[src/rtl/fchm_pkg.sv]
package fchm_pkg;

    // Fixed field widths.
    localparam int SAMPLE_W    = 32;
    localparam int CHANNEL_W   = 8;
    localparam int STATUS_W    = 2;
    localparam int CFG_INDEX_W = 1;

    // Default number of fractional bits of the normalized level.
    localparam int FRACTION_BITS_DEFAULT = 10;

    // Full channel intensity.
    localparam logic [CHANNEL_W-1:0] CHANNEL_MAX = 8'd255;

    // Reset values of the range registers.
    localparam logic [SAMPLE_W-1:0] RANGE_MINIMUM_RESET = 32'd0;
    localparam logic [SAMPLE_W-1:0] RANGE_MAXIMUM_RESET = 32'd100;

    // Configuration register indexes.
    typedef enum logic [CFG_INDEX_W-1:0] {
        REG_RANGE_MINIMUM = 1'b0,
        REG_RANGE_MAXIMUM = 1'b1
    } cfg_reg_t;

    // Range status of a sample.
    typedef enum logic [STATUS_W-1:0] {
        STATUS_INSIDE = 2'd0,
        STATUS_BELOW  = 2'd1,
        STATUS_ABOVE  = 2'd2
    } clamp_status_t;

    // Divider state that does not depend on the fraction width.
    typedef struct packed {
        logic [SAMPLE_W-1:0] den;
        logic [SAMPLE_W-1:0] rem;
        clamp_status_t       status;
    } div_fixed_t;

endpackage

[src/rtl/fchm_prep.sv]
module fchm_prep #(
    parameter int FRACTION_BITS = 10
) (
    input  logic                                 clk,
    input  logic                                 rst_n,
    input  logic                                 in_valid,
    output logic                                 in_ready,
    input  logic signed [fchm_pkg::SAMPLE_W-1:0] sample_value,
    input  logic signed [fchm_pkg::SAMPLE_W-1:0] range_minimum,
    input  logic signed [fchm_pkg::SAMPLE_W-1:0] range_maximum,
    output logic                                 down_valid,
    input  logic                                 down_ready,
    output fchm_pkg::div_fixed_t                 down_fix,
    output logic [FRACTION_BITS:0]               down_quo
);
    import fchm_pkg::*;

    localparam logic [FRACTION_BITS:0] LEVEL_FULL = {1'b1, {FRACTION_BITS{1'b0}}};
    localparam logic [FRACTION_BITS:0] LEVEL_ZERO = '0;

    logic                   valid_reg;
    div_fixed_t             fix_reg;
    div_fixed_t             fix_next;
    logic [FRACTION_BITS:0] quo_reg;
    logic [FRACTION_BITS:0] quo_next;
    logic [SAMPLE_W:0]      num_wide;
    logic [SAMPLE_W:0]      den_wide;
    logic                   empty_range;
    logic                   below_min;
    logic                   equal_min;
    logic                   above_max;
    logic                   equal_max;
    logic                   load;

    // Differences taken one bit wider; only the low bits are kept when in range.
    assign num_wide = {sample_value[SAMPLE_W-1], sample_value}
                    - {range_minimum[SAMPLE_W-1], range_minimum};
    assign den_wide = {range_maximum[SAMPLE_W-1], range_maximum}
                    - {range_minimum[SAMPLE_W-1], range_minimum};

    // Range comparisons run in parallel with the subtractions.
    assign empty_range = !(range_maximum > range_minimum);
    assign below_min   = sample_value < range_minimum;
    assign equal_min   = sample_value == range_minimum;
    assign above_max   = sample_value > range_maximum;
    assign equal_max   = sample_value == range_maximum;

    // Classify the sample and seed the divider. Forced levels get a zero remainder,
    // and clamped ones an all-ones divisor, so the later steps add no quotient bits.
    always_comb
    begin
        fix_next.den    = '1;
        fix_next.rem    = '0;
        fix_next.status = STATUS_INSIDE;
        quo_next        = LEVEL_ZERO;
        priority if (empty_range)
        begin
            if (below_min)
            begin
                fix_next.status = STATUS_BELOW;
            end
            else if (!equal_min)
            begin
                fix_next.status = STATUS_ABOVE;
                quo_next        = LEVEL_FULL;
            end
        end
        else if (below_min)
        begin
            fix_next.status = STATUS_BELOW;
        end
        else if (above_max)
        begin
            fix_next.status = STATUS_ABOVE;
            quo_next        = LEVEL_FULL;
        end
        else
        begin
            fix_next.den = den_wide[SAMPLE_W-1:0];
            if (equal_max)
            begin
                quo_next = LEVEL_FULL;
            end
            else
            begin
                fix_next.rem = num_wide[SAMPLE_W-1:0];
            end
        end
    end

    // Stage handshake.
    assign in_ready = !valid_reg || down_ready;
    assign load     = in_valid && in_ready;

    always_ff @(posedge clk or negedge rst_n)
    begin
        if (!rst_n)
        begin
            valid_reg <= 1'b0;
        end
        else if (in_ready)
        begin
            valid_reg <= in_valid;
        end
    end

    always_ff @(posedge clk)
    begin
        if (load)
        begin
            fix_reg <= fix_next;
            quo_reg <= quo_next;
        end
    end

    assign down_valid = valid_reg;
    assign down_fix   = fix_reg;
    assign down_quo   = quo_reg;

endmodule

[src/rtl/fchm_div_step.sv]
module fchm_div_step #(
    parameter int FRACTION_BITS = 10,
    parameter int QUO_BIT       = 0
) (
    input  logic                   clk,
    input  logic                   rst_n,
    input  logic                   up_valid,
    output logic                   up_ready,
    input  fchm_pkg::div_fixed_t   up_fix,
    input  logic [FRACTION_BITS:0] up_quo,
    output logic                   down_valid,
    input  logic                   down_ready,
    output fchm_pkg::div_fixed_t   down_fix,
    output logic [FRACTION_BITS:0] down_quo
);
    import fchm_pkg::*;

    logic                   valid_reg;
    div_fixed_t             fix_reg;
    div_fixed_t             fix_next;
    logic [FRACTION_BITS:0] quo_reg;
    logic [FRACTION_BITS:0] quo_next;
    logic [SAMPLE_W:0]      rem_shift;
    logic [SAMPLE_W:0]      rem_diff;
    logic                   fits;
    logic                   load;

    // One restoring step: shift the remainder, subtract the divisor if it fits.
    assign rem_shift = {up_fix.rem, 1'b0};
    assign rem_diff  = rem_shift - {1'b0, up_fix.den};
    assign fits      = rem_shift >= {1'b0, up_fix.den};

    always_comb
    begin
        fix_next          = up_fix;
        fix_next.rem      = fits ? rem_diff[SAMPLE_W-1:0] : rem_shift[SAMPLE_W-1:0];
        quo_next          = up_quo;
        quo_next[QUO_BIT] = fits;
    end

    // Stage handshake.
    assign up_ready = !valid_reg || down_ready;
    assign load     = up_valid && up_ready;

    always_ff @(posedge clk or negedge rst_n)
    begin
        if (!rst_n)
        begin
            valid_reg <= 1'b0;
        end
        else if (up_ready)
        begin
            valid_reg <= up_valid;
        end
    end

    always_ff @(posedge clk)
    begin
        if (load)
        begin
            fix_reg <= fix_next;
            quo_reg <= quo_next;
        end
    end

    assign down_valid = valid_reg;
    assign down_fix   = fix_reg;
    assign down_quo   = quo_reg;

endmodule

[src/rtl/fchm_ramp.sv]
module fchm_ramp #(
    parameter int FRACTION_BITS = 10
) (
    input  logic                                  clk,
    input  logic                                  rst_n,
    input  logic                                  up_valid,
    output logic                                  up_ready,
    input  logic [FRACTION_BITS:0]                up_level,
    input  fchm_pkg::clamp_status_t               up_status,
    output logic                                  out_valid,
    input  logic                                  out_ready,
    output logic [fchm_pkg::CHANNEL_W-1:0]        red,
    output logic [fchm_pkg::CHANNEL_W-1:0]        green,
    output logic [fchm_pkg::CHANNEL_W-1:0]        blue,
    output logic [fchm_pkg::STATUS_W-1:0]         clamp_status
);
    import fchm_pkg::*;

    localparam int FRAC_W = FRACTION_BITS - 2;
    localparam int PROD_W = FRACTION_BITS + 7;
    localparam logic [FRAC_W:0] QUARTER = {1'b1, {FRAC_W{1'b0}}};

    // Quarter of the scale that the level falls in.
    typedef enum logic [1:0] {
        SEG_BLUE_CYAN    = 2'd0,
        SEG_CYAN_GREEN   = 2'd1,
        SEG_GREEN_YELLOW = 2'd2,
        SEG_YELLOW_RED   = 2'd3
    } ramp_seg_t;

    // Scale a ramp position within a quarter to 0..255, truncating.
    function automatic logic [CHANNEL_W-1:0] scale_quarter(input logic [FRAC_W:0] pos);
        logic [PROD_W-1:0] prod;
        prod = {pos, 8'b0} - PROD_W'(pos);
        return prod[FRAC_W+CHANNEL_W-1:FRAC_W];
    endfunction

    logic                 valid_reg;
    logic [CHANNEL_W-1:0] red_reg;
    logic [CHANNEL_W-1:0] green_reg;
    logic [CHANNEL_W-1:0] blue_reg;
    clamp_status_t        status_reg;
    logic [CHANNEL_W-1:0] red_next;
    logic [CHANNEL_W-1:0] green_next;
    logic [CHANNEL_W-1:0] blue_next;
    ramp_seg_t            seg;
    logic [FRAC_W-1:0]    offset;
    logic [CHANNEL_W-1:0] rise;
    logic [CHANNEL_W-1:0] fall;
    logic                 load;

    // Rising and falling ramp values within the current quarter.
    assign seg    = ramp_seg_t'(up_level[FRACTION_BITS-1:FRACTION_BITS-2]);
    assign offset = up_level[FRAC_W-1:0];
    assign rise   = scale_quarter({1'b0, offset});
    assign fall   = scale_quarter(QUARTER - {1'b0, offset});

    // Channel selection by quarter; full level is pure red.
    always_comb
    begin
        red_next   = '0;
        green_next = '0;
        blue_next  = '0;
        if (up_level[FRACTION_BITS])
        begin
            red_next = CHANNEL_MAX;
        end
        else
        begin
            unique case (seg)
                SEG_BLUE_CYAN:
                begin
                    green_next = rise;
                    blue_next  = CHANNEL_MAX;
                end
                SEG_CYAN_GREEN:
                begin
                    green_next = CHANNEL_MAX;
                    blue_next  = fall;
                end
                SEG_GREEN_YELLOW:
                begin
                    red_next   = rise;
                    green_next = CHANNEL_MAX;
                end
                SEG_YELLOW_RED:
                begin
                    red_next   = CHANNEL_MAX;
                    green_next = fall;
                end
            endcase
        end
    end

    // Output register; holds the result while the consumer stalls.
    assign up_ready = !valid_reg || out_ready;
    assign load     = up_valid && up_ready;

    always_ff @(posedge clk or negedge rst_n)
    begin
        if (!rst_n)
        begin
            valid_reg <= 1'b0;
        end
        else if (up_ready)
        begin
            valid_reg <= up_valid;
        end
    end

    always_ff @(posedge clk)
    begin
        if (load)
        begin
            red_reg    <= red_next;
            green_reg  <= green_next;
            blue_reg   <= blue_next;
            status_reg <= up_status;
        end
    end

    assign out_valid    = valid_reg;
    assign red          = red_reg;
    assign green        = green_reg;
    assign blue         = blue_reg;
    assign clamp_status = status_reg;

endmodule

[src/rtl/false_color_heat_map_top.sv]
// Jet false-color map: each signed sample is normalized against range_minimum
// and range_maximum into a level of FRACTION_BITS fractional bits, clamped to
// 0..1, and turned into an 8-bit red, green and blue color on a blue, cyan,
// green, yellow, red ramp, with clamp_status telling whether the sample lay
// inside, below or above the range. The block takes one sample every clock
// unless the output stalls, and its color passes through these stages in order:
// one stage classifies the sample and forms the differences, a divider of
// FRACTION_BITS stages resolves one quotient bit per stage with a 33-bit
// compare and subtract, and one stage evaluates the ramp into the output
// register. Back-pressure on the output stalls the pipeline without losing
// samples, and empty stages keep filling while the output waits. The range
// registers are written through the cfg port and must only change while no
// sample is in flight.
module false_color_heat_map_top #(
    parameter int FRACTION_BITS = fchm_pkg::FRACTION_BITS_DEFAULT
) (
    input  logic                                 clk,
    input  logic                                 rst_n,
    input  logic                                 cfg_write_enable,
    input  logic [fchm_pkg::CFG_INDEX_W-1:0]     cfg_index,
    input  logic [fchm_pkg::SAMPLE_W-1:0]        cfg_write_data,
    input  logic                                 in_valid,
    output logic                                 in_ready,
    input  logic signed [fchm_pkg::SAMPLE_W-1:0] sample_value,
    output logic                                 out_valid,
    input  logic                                 out_ready,
    output logic [fchm_pkg::CHANNEL_W-1:0]       red,
    output logic [fchm_pkg::CHANNEL_W-1:0]       green,
    output logic [fchm_pkg::CHANNEL_W-1:0]       blue,
    output logic [fchm_pkg::STATUS_W-1:0]        clamp_status
);
    import fchm_pkg::*;

    logic [SAMPLE_W-1:0]    range_minimum_reg;
    logic [SAMPLE_W-1:0]    range_maximum_reg;

    logic                   stage_valid [0:FRACTION_BITS];
    logic                   stage_ready [0:FRACTION_BITS];
    div_fixed_t             stage_fix   [0:FRACTION_BITS];
    logic [FRACTION_BITS:0] stage_quo   [0:FRACTION_BITS];

    // Range registers.
    always_ff @(posedge clk or negedge rst_n)
    begin
        if (!rst_n)
        begin
            range_minimum_reg <= RANGE_MINIMUM_RESET;
            range_maximum_reg <= RANGE_MAXIMUM_RESET;
        end
        else if (cfg_write_enable)
        begin
            unique case (cfg_reg_t'(cfg_index))
                REG_RANGE_MINIMUM: range_minimum_reg <= cfg_write_data;
                REG_RANGE_MAXIMUM: range_maximum_reg <= cfg_write_data;
            endcase
        end
    end

    // Classification and divider seeding.
    fchm_prep #(
        .FRACTION_BITS (FRACTION_BITS)
    ) u_prep (
        .clk           (clk),
        .rst_n         (rst_n),
        .in_valid      (in_valid),
        .in_ready      (in_ready),
        .sample_value  (sample_value),
        .range_minimum ($signed(range_minimum_reg)),
        .range_maximum ($signed(range_maximum_reg)),
        .down_valid    (stage_valid[0]),
        .down_ready    (stage_ready[0]),
        .down_fix      (stage_fix[0]),
        .down_quo      (stage_quo[0])
    );

    // Pipelined restoring divider, most significant fraction bit first.
    for (genvar k = 0; k < FRACTION_BITS; k++)
    begin : g_div
        fchm_div_step #(
            .FRACTION_BITS (FRACTION_BITS),
            .QUO_BIT       (FRACTION_BITS - 1 - k)
        ) u_step (
            .clk        (clk),
            .rst_n      (rst_n),
            .up_valid   (stage_valid[k]),
            .up_ready   (stage_ready[k]),
            .up_fix     (stage_fix[k]),
            .up_quo     (stage_quo[k]),
            .down_valid (stage_valid[k+1]),
            .down_ready (stage_ready[k+1]),
            .down_fix   (stage_fix[k+1]),
            .down_quo   (stage_quo[k+1])
        );
    end

    // Color ramp and output register.
    fchm_ramp #(
        .FRACTION_BITS (FRACTION_BITS)
    ) u_ramp (
        .clk          (clk),
        .rst_n        (rst_n),
        .up_valid     (stage_valid[FRACTION_BITS]),
        .up_ready     (stage_ready[FRACTION_BITS]),
        .up_level     (stage_quo[FRACTION_BITS]),
        .up_status    (stage_fix[FRACTION_BITS].status),
        .out_valid    (out_valid),
        .out_ready    (out_ready),
        .red          (red),
        .green        (green),
        .blue         (blue),
        .clamp_status (clamp_status)
    );

endmodule

[config.mk]
export PLATFORM = sky130hd
export DESIGN_NAME = false_color_heat_map_top
export DESIGN_NICKNAME = d
export VERILOG_FILES = /design/src/rtl/fchm_pkg.sv /design/src/rtl/fchm_prep.sv /design/src/rtl/fchm_div_step.sv /design/src/rtl/fchm_ramp.sv /design/src/rtl/false_color_heat_map_top.sv
export SDC_FILE = /design/constraint.sdc
export NUM_CORES = 2
export LEC_CHECK = 0
export CORE_MARGIN = 3
export CORE_UTILIZATION = 45
export DETAILED_ROUTE_END_ITERATION = 12
export DONT_BUFFER_PORTS = 1
export GPL_TIMING_DRIVEN = 0
export PLACE_DENSITY_LB_ADDON = 0.25
export SLEW_MARGIN = 20
export SYNTH_ARGS = -nofsm -noshare
export SYNTH_HDL_FRONTEND = slang
export SYNTH_HIERARCHICAL = 1
export SYNTH_SLANG_ARGS = --single-unit
[constraint.sdc]
create_clock -name clk -period 8.5 [get_ports clk]
set_clock_uncertainty 0.2 [all_clocks]
set_input_delay 0.85 -clock clk [delete_from_list [all_inputs] [get_ports clk]]
set_output_delay 0.85 -clock clk [all_outputs]
set_load 0.1 [all_outputs]
==> insert_results.sql <==
INSERT INTO impl_metrics (metric_group, metric, value, unit) VALUES
('outcome', 'status', 'completed', ''),
('floorplan', 'floorplan.die_area', '125000', 'um2'),
('job', 'timing.max_cap.violations', '0', ''),
('sta', 'post-route-period-util', '0.644', ''),
('grt', 'first_global_vias', '37400', ''),
('routing', 'via_count', '36700', ''),
('critical_path', 'worst_r2r_path_depth', '14', ''),
('power', 'power_consumption', '23.6', 'mW'),
('grt', 'grt.total_usage', '0.201', ''),
('layout', 'post_route_cells_drive_above_1_share', '0.131', ''),
('clocking', 'cts_htree_levels', '3', ''),
('synthesis', 'syn_avg_cell_area', '11.2', 'um2'),
('routing', 'routed_wire_length_per_instance', '19.2', 'um'),
('power', 'seqPwrFrac', '0.310', ''),
('critical_path', 'criticalPathCategory', 'flip-flop to output pin', ''),
('layout', 'syn_to_final_growth', '10.3', '%'),
('power', 'p_int', '14.5', 'mW'),
('sta', 'tns', '0', 'ps'),
('critical_path', 'critical_path.reg2reg.startpoint', 'u_ramp/out_valid', ''),
('routing', 'detail-route-antenna-nets', '0', ''),
('placed_design', 'gp_congestion', '0.970', ''),
('critical_path', 'cp_cell_sequence', 'nand2b_1 -> nand2b_1 -> nand2b_1 -> nand2b_1 -> nand2b_1 -> nand2b_1 -> nand2b_1 -> nand2b_1 -> nand2b_1 -> nand2b_1 -> nand2b_1 -> nand2b_1', ''),
('grt', 'grt_antenna_before_repair', '3', ''),
('floorplan', 'die_y', '353', 'um'),
('critical_path', 'critPathArrivalTime', '4430', 'ps'),
('placed_design', 'detailed_place_hpwl', '104000', 'um'),
('floorplan', 'placement_rows', '126', ''),
('critical_path', 'worst_path_most_repeated_cell', 'sky130_fd_sc_hd__nand2b_1', ''),
('hold_path', 'worst_hold_startpoint', 'in_valid', ''),
('layout', 'multi_input_comb_area', '26800', 'um2'),
('synthesis', 'synthCells', '4860', ''),
('clocking', 'insertion_delay', '690', 'ps'),
('clocking', 'cts_tree', 'done', ''),
('power', 'power_density', '394', 'nW/um2'),
('floorplan', 'core_area', '119000', 'um2'),
('routing', 'vias_per_cell', '5.52', ''),
('critical_path', 'worstReg2RegEnd', 'u_prep/down_fix[5]', ''),
('routing', 'detail_route.first_pass.iterations', '6', ''),
('routing', 'drc', '0', ''),
('sta', 'report.final.slew_viol_count', '0', ''),
('layout', 'sequential_cell_area', '24500', 'um2'),
('clocking', 'worst_setup_hold_path_clk_slew', '60', 'ps'),
('power', 'clkPwrFrac', '0.175', ''),
('hold_path', 'worst_hold_depth', '1', ''),
('critical_path', 'endpoint_kind', 'output pin', ''),
('sta', 'final-setup-viol-count', '0', ''),
('critical_path', 'r2r_setup_slack', '3490', 'ps'),
('clocking', 'cts_buffer_depth', '3', ''),
('sta', 'worst-slew-pin-transition', '1180', 'ps'),
('floorplan', 'num_io_pins', '98', ''),
('sta', 'finalCriticalPeriod', '5480', 'ps'),
('power', 'net-switching-power', '9.06', 'mW'),
('sta', 'final-hold-violation-count', '0', ''),
('sta', 'achievable-frequency', '0.183', 'GHz'),
('routing', 'detail_route.wirelength', '128000', 'um'),
('placed_design', 'numPortBuffers', '0', ''),
('critical_path', 'crit_path_max_fanout', '3', ''),
('sta', 'timing.slew.headroom', '0.203', ''),
('critical_path', 'critPathLaunchType', 'flip-flop', ''),
('layout', 'finalCoreUtilization', '0.503', ''),
('grt', 'global_route_wire_length_before_repair', '199000', 'um'),
('synthesis', 'synth_fp_nets', '5363', ''),
('critical_path', 'worst_path_max_delay_cell', 'sky130_fd_sc_hd__dfrtp_1', ''),
('clocking', 'cts_root_buf', 'sky130_fd_sc_hd__clkbuf_16', ''),
('hold_path', 'min_delay_worst_endpoint', 'u_prep/down_valid', ''),
('grt', 'globalRoute.totalOverflow', '0', ''),
('synthesis', 'synth.cell_area', '54200', 'um2'),
('routing', 'drtIter0Drc', '1742', ''),
('power', 'swShare', '0.384', ''),
('power', 'comb_power_share', '0.514', ''),
('synthesis', 'number_of_warnings_reported_in_the_yosys_synthesis_log', '6', ''),
('grt', 'grt_max_degree', '77', ''),
('layout', 'max_reg_flops', '596', ''),
('hold_path', 'min-delay-path-class', 'input port to flip-flop', ''),
('sta', 'rsz_0062_raised_after_global_routing', 'false', ''),
('power', 'total_leakage_power', '24.9', 'nW'),
('clocking', 'cts_inserted_buffers', '95', ''),
('layout', 'nNetsFinal', '5472', ''),
('clocking', 'clock-sinks', '830', ''),
('floorplan', 'chipWidth', '353', 'um'),
('floorplan', 'initial_utilization', '0.456', ''),
('layout', 'fillerInstances', '10800', ''),
('critical_path', 'cp_data_required_time', '7450', 'ps'),
('critical_path', 'cpPeakStageDelay', '920', 'ps'),
('power', 'ir_drop', '0.000255', 'V');
## critical path: cells and delay by family (launching register included)
kind | cells | cell delay [ps]
and+or+nand+nor | 12 | 2810
DFF | 1 | 920
## power groups by stage
stage               Combinational [mW]  Sequential (mW)  Clock (mW)
detailed placement                12.1             7.40           0
floorplan                         9.58             7.13           0
CTS                               12.1             7.32        4.27
global placement                  11.9             7.43           0
global route                      13.3             7.45        4.43
finish                            12.1             7.32        4.14
## through the flow
step	instances	setup slack [ps]	hold slack (ps)	instance area (um2)
2_1_floorplan	4860	3170	200	54200
3_3_place_gp	6460	2280	202	56200
3_5_place_dp	6470	3540	205	56600
4_1_cts	6651	2940	12.5	59800
5_1_grt	6651	2750	27.7	59800
6_report	6652	3020	77.9	59800
## layout by cell type, fill, tap and decap left out, drive strengths merged, types with 35 or more instances in the layout
cell,instances
nand2b,65
clkbuf,232
and3,55
and2,56
xnor2,155
clkinv,35
ha,422
a211oi,53
a21o,168
dfrtp,73
o21ai,243
nand4,139
nand2,239
a31oi,50
o21a,76
nor2b,50
o211ai,49
nor3,56
inv,456
buf,70
nand3,76
a21boi,41
nor2,239
or3,36
edfxtp,754
a21oi,315
xor2,124
o31ai,60
mux2,308
## layout make-up
cell class / instances / share of cell area
Clock inverter: 55 / 0.0101
Clock buffer: 124 / 0.0436
Multi-Input combinational cell: 3410 / 0.448
Tap cell: 1600 / 0.0335
Inverter: 453 / 0.0297
Timing Repair Buffer: 12 / 0.00523
Buffer: 167 / 0.0196
Sequential cell: 830 / 0.410
Antenna cell: 1 / 0.0000418
## worst max path at each step
stage,startpoint,endpoint,cells past startpoint
global route,u_ramp/out_valid,in_ready,12
detailed placement,u_ramp/out_valid,u_prep/down_fix[35],14
finish,u_ramp/out_valid,in_ready,12
global placement,u_ramp/out_valid,u_prep/down_fix[35],13
floorplan,out_ready,u_prep/down_fix[0],13
CTS,u_ramp/out_valid,in_ready,12
## what timing repair did
| item | 4_1_cts | 5_1_grt |
|---|---|---|
| hold buffers | 2 | 0 |
| gates resized for setup | 0 | 0 |
| buffers inserted | 0 | 0 |
| hold endpoints to repair | 76 | 0 |
## per-layer routing
metal | global-route usage | share of wire
met1 | 0.196 | 0.36
met2 | 0.388 | 0.53
met3 | 0.0297 | 0.031
met4 | 0.138 | 0.079
met5 | 0 | 0
Note: power is estimated with default switching activity, not from simulation.
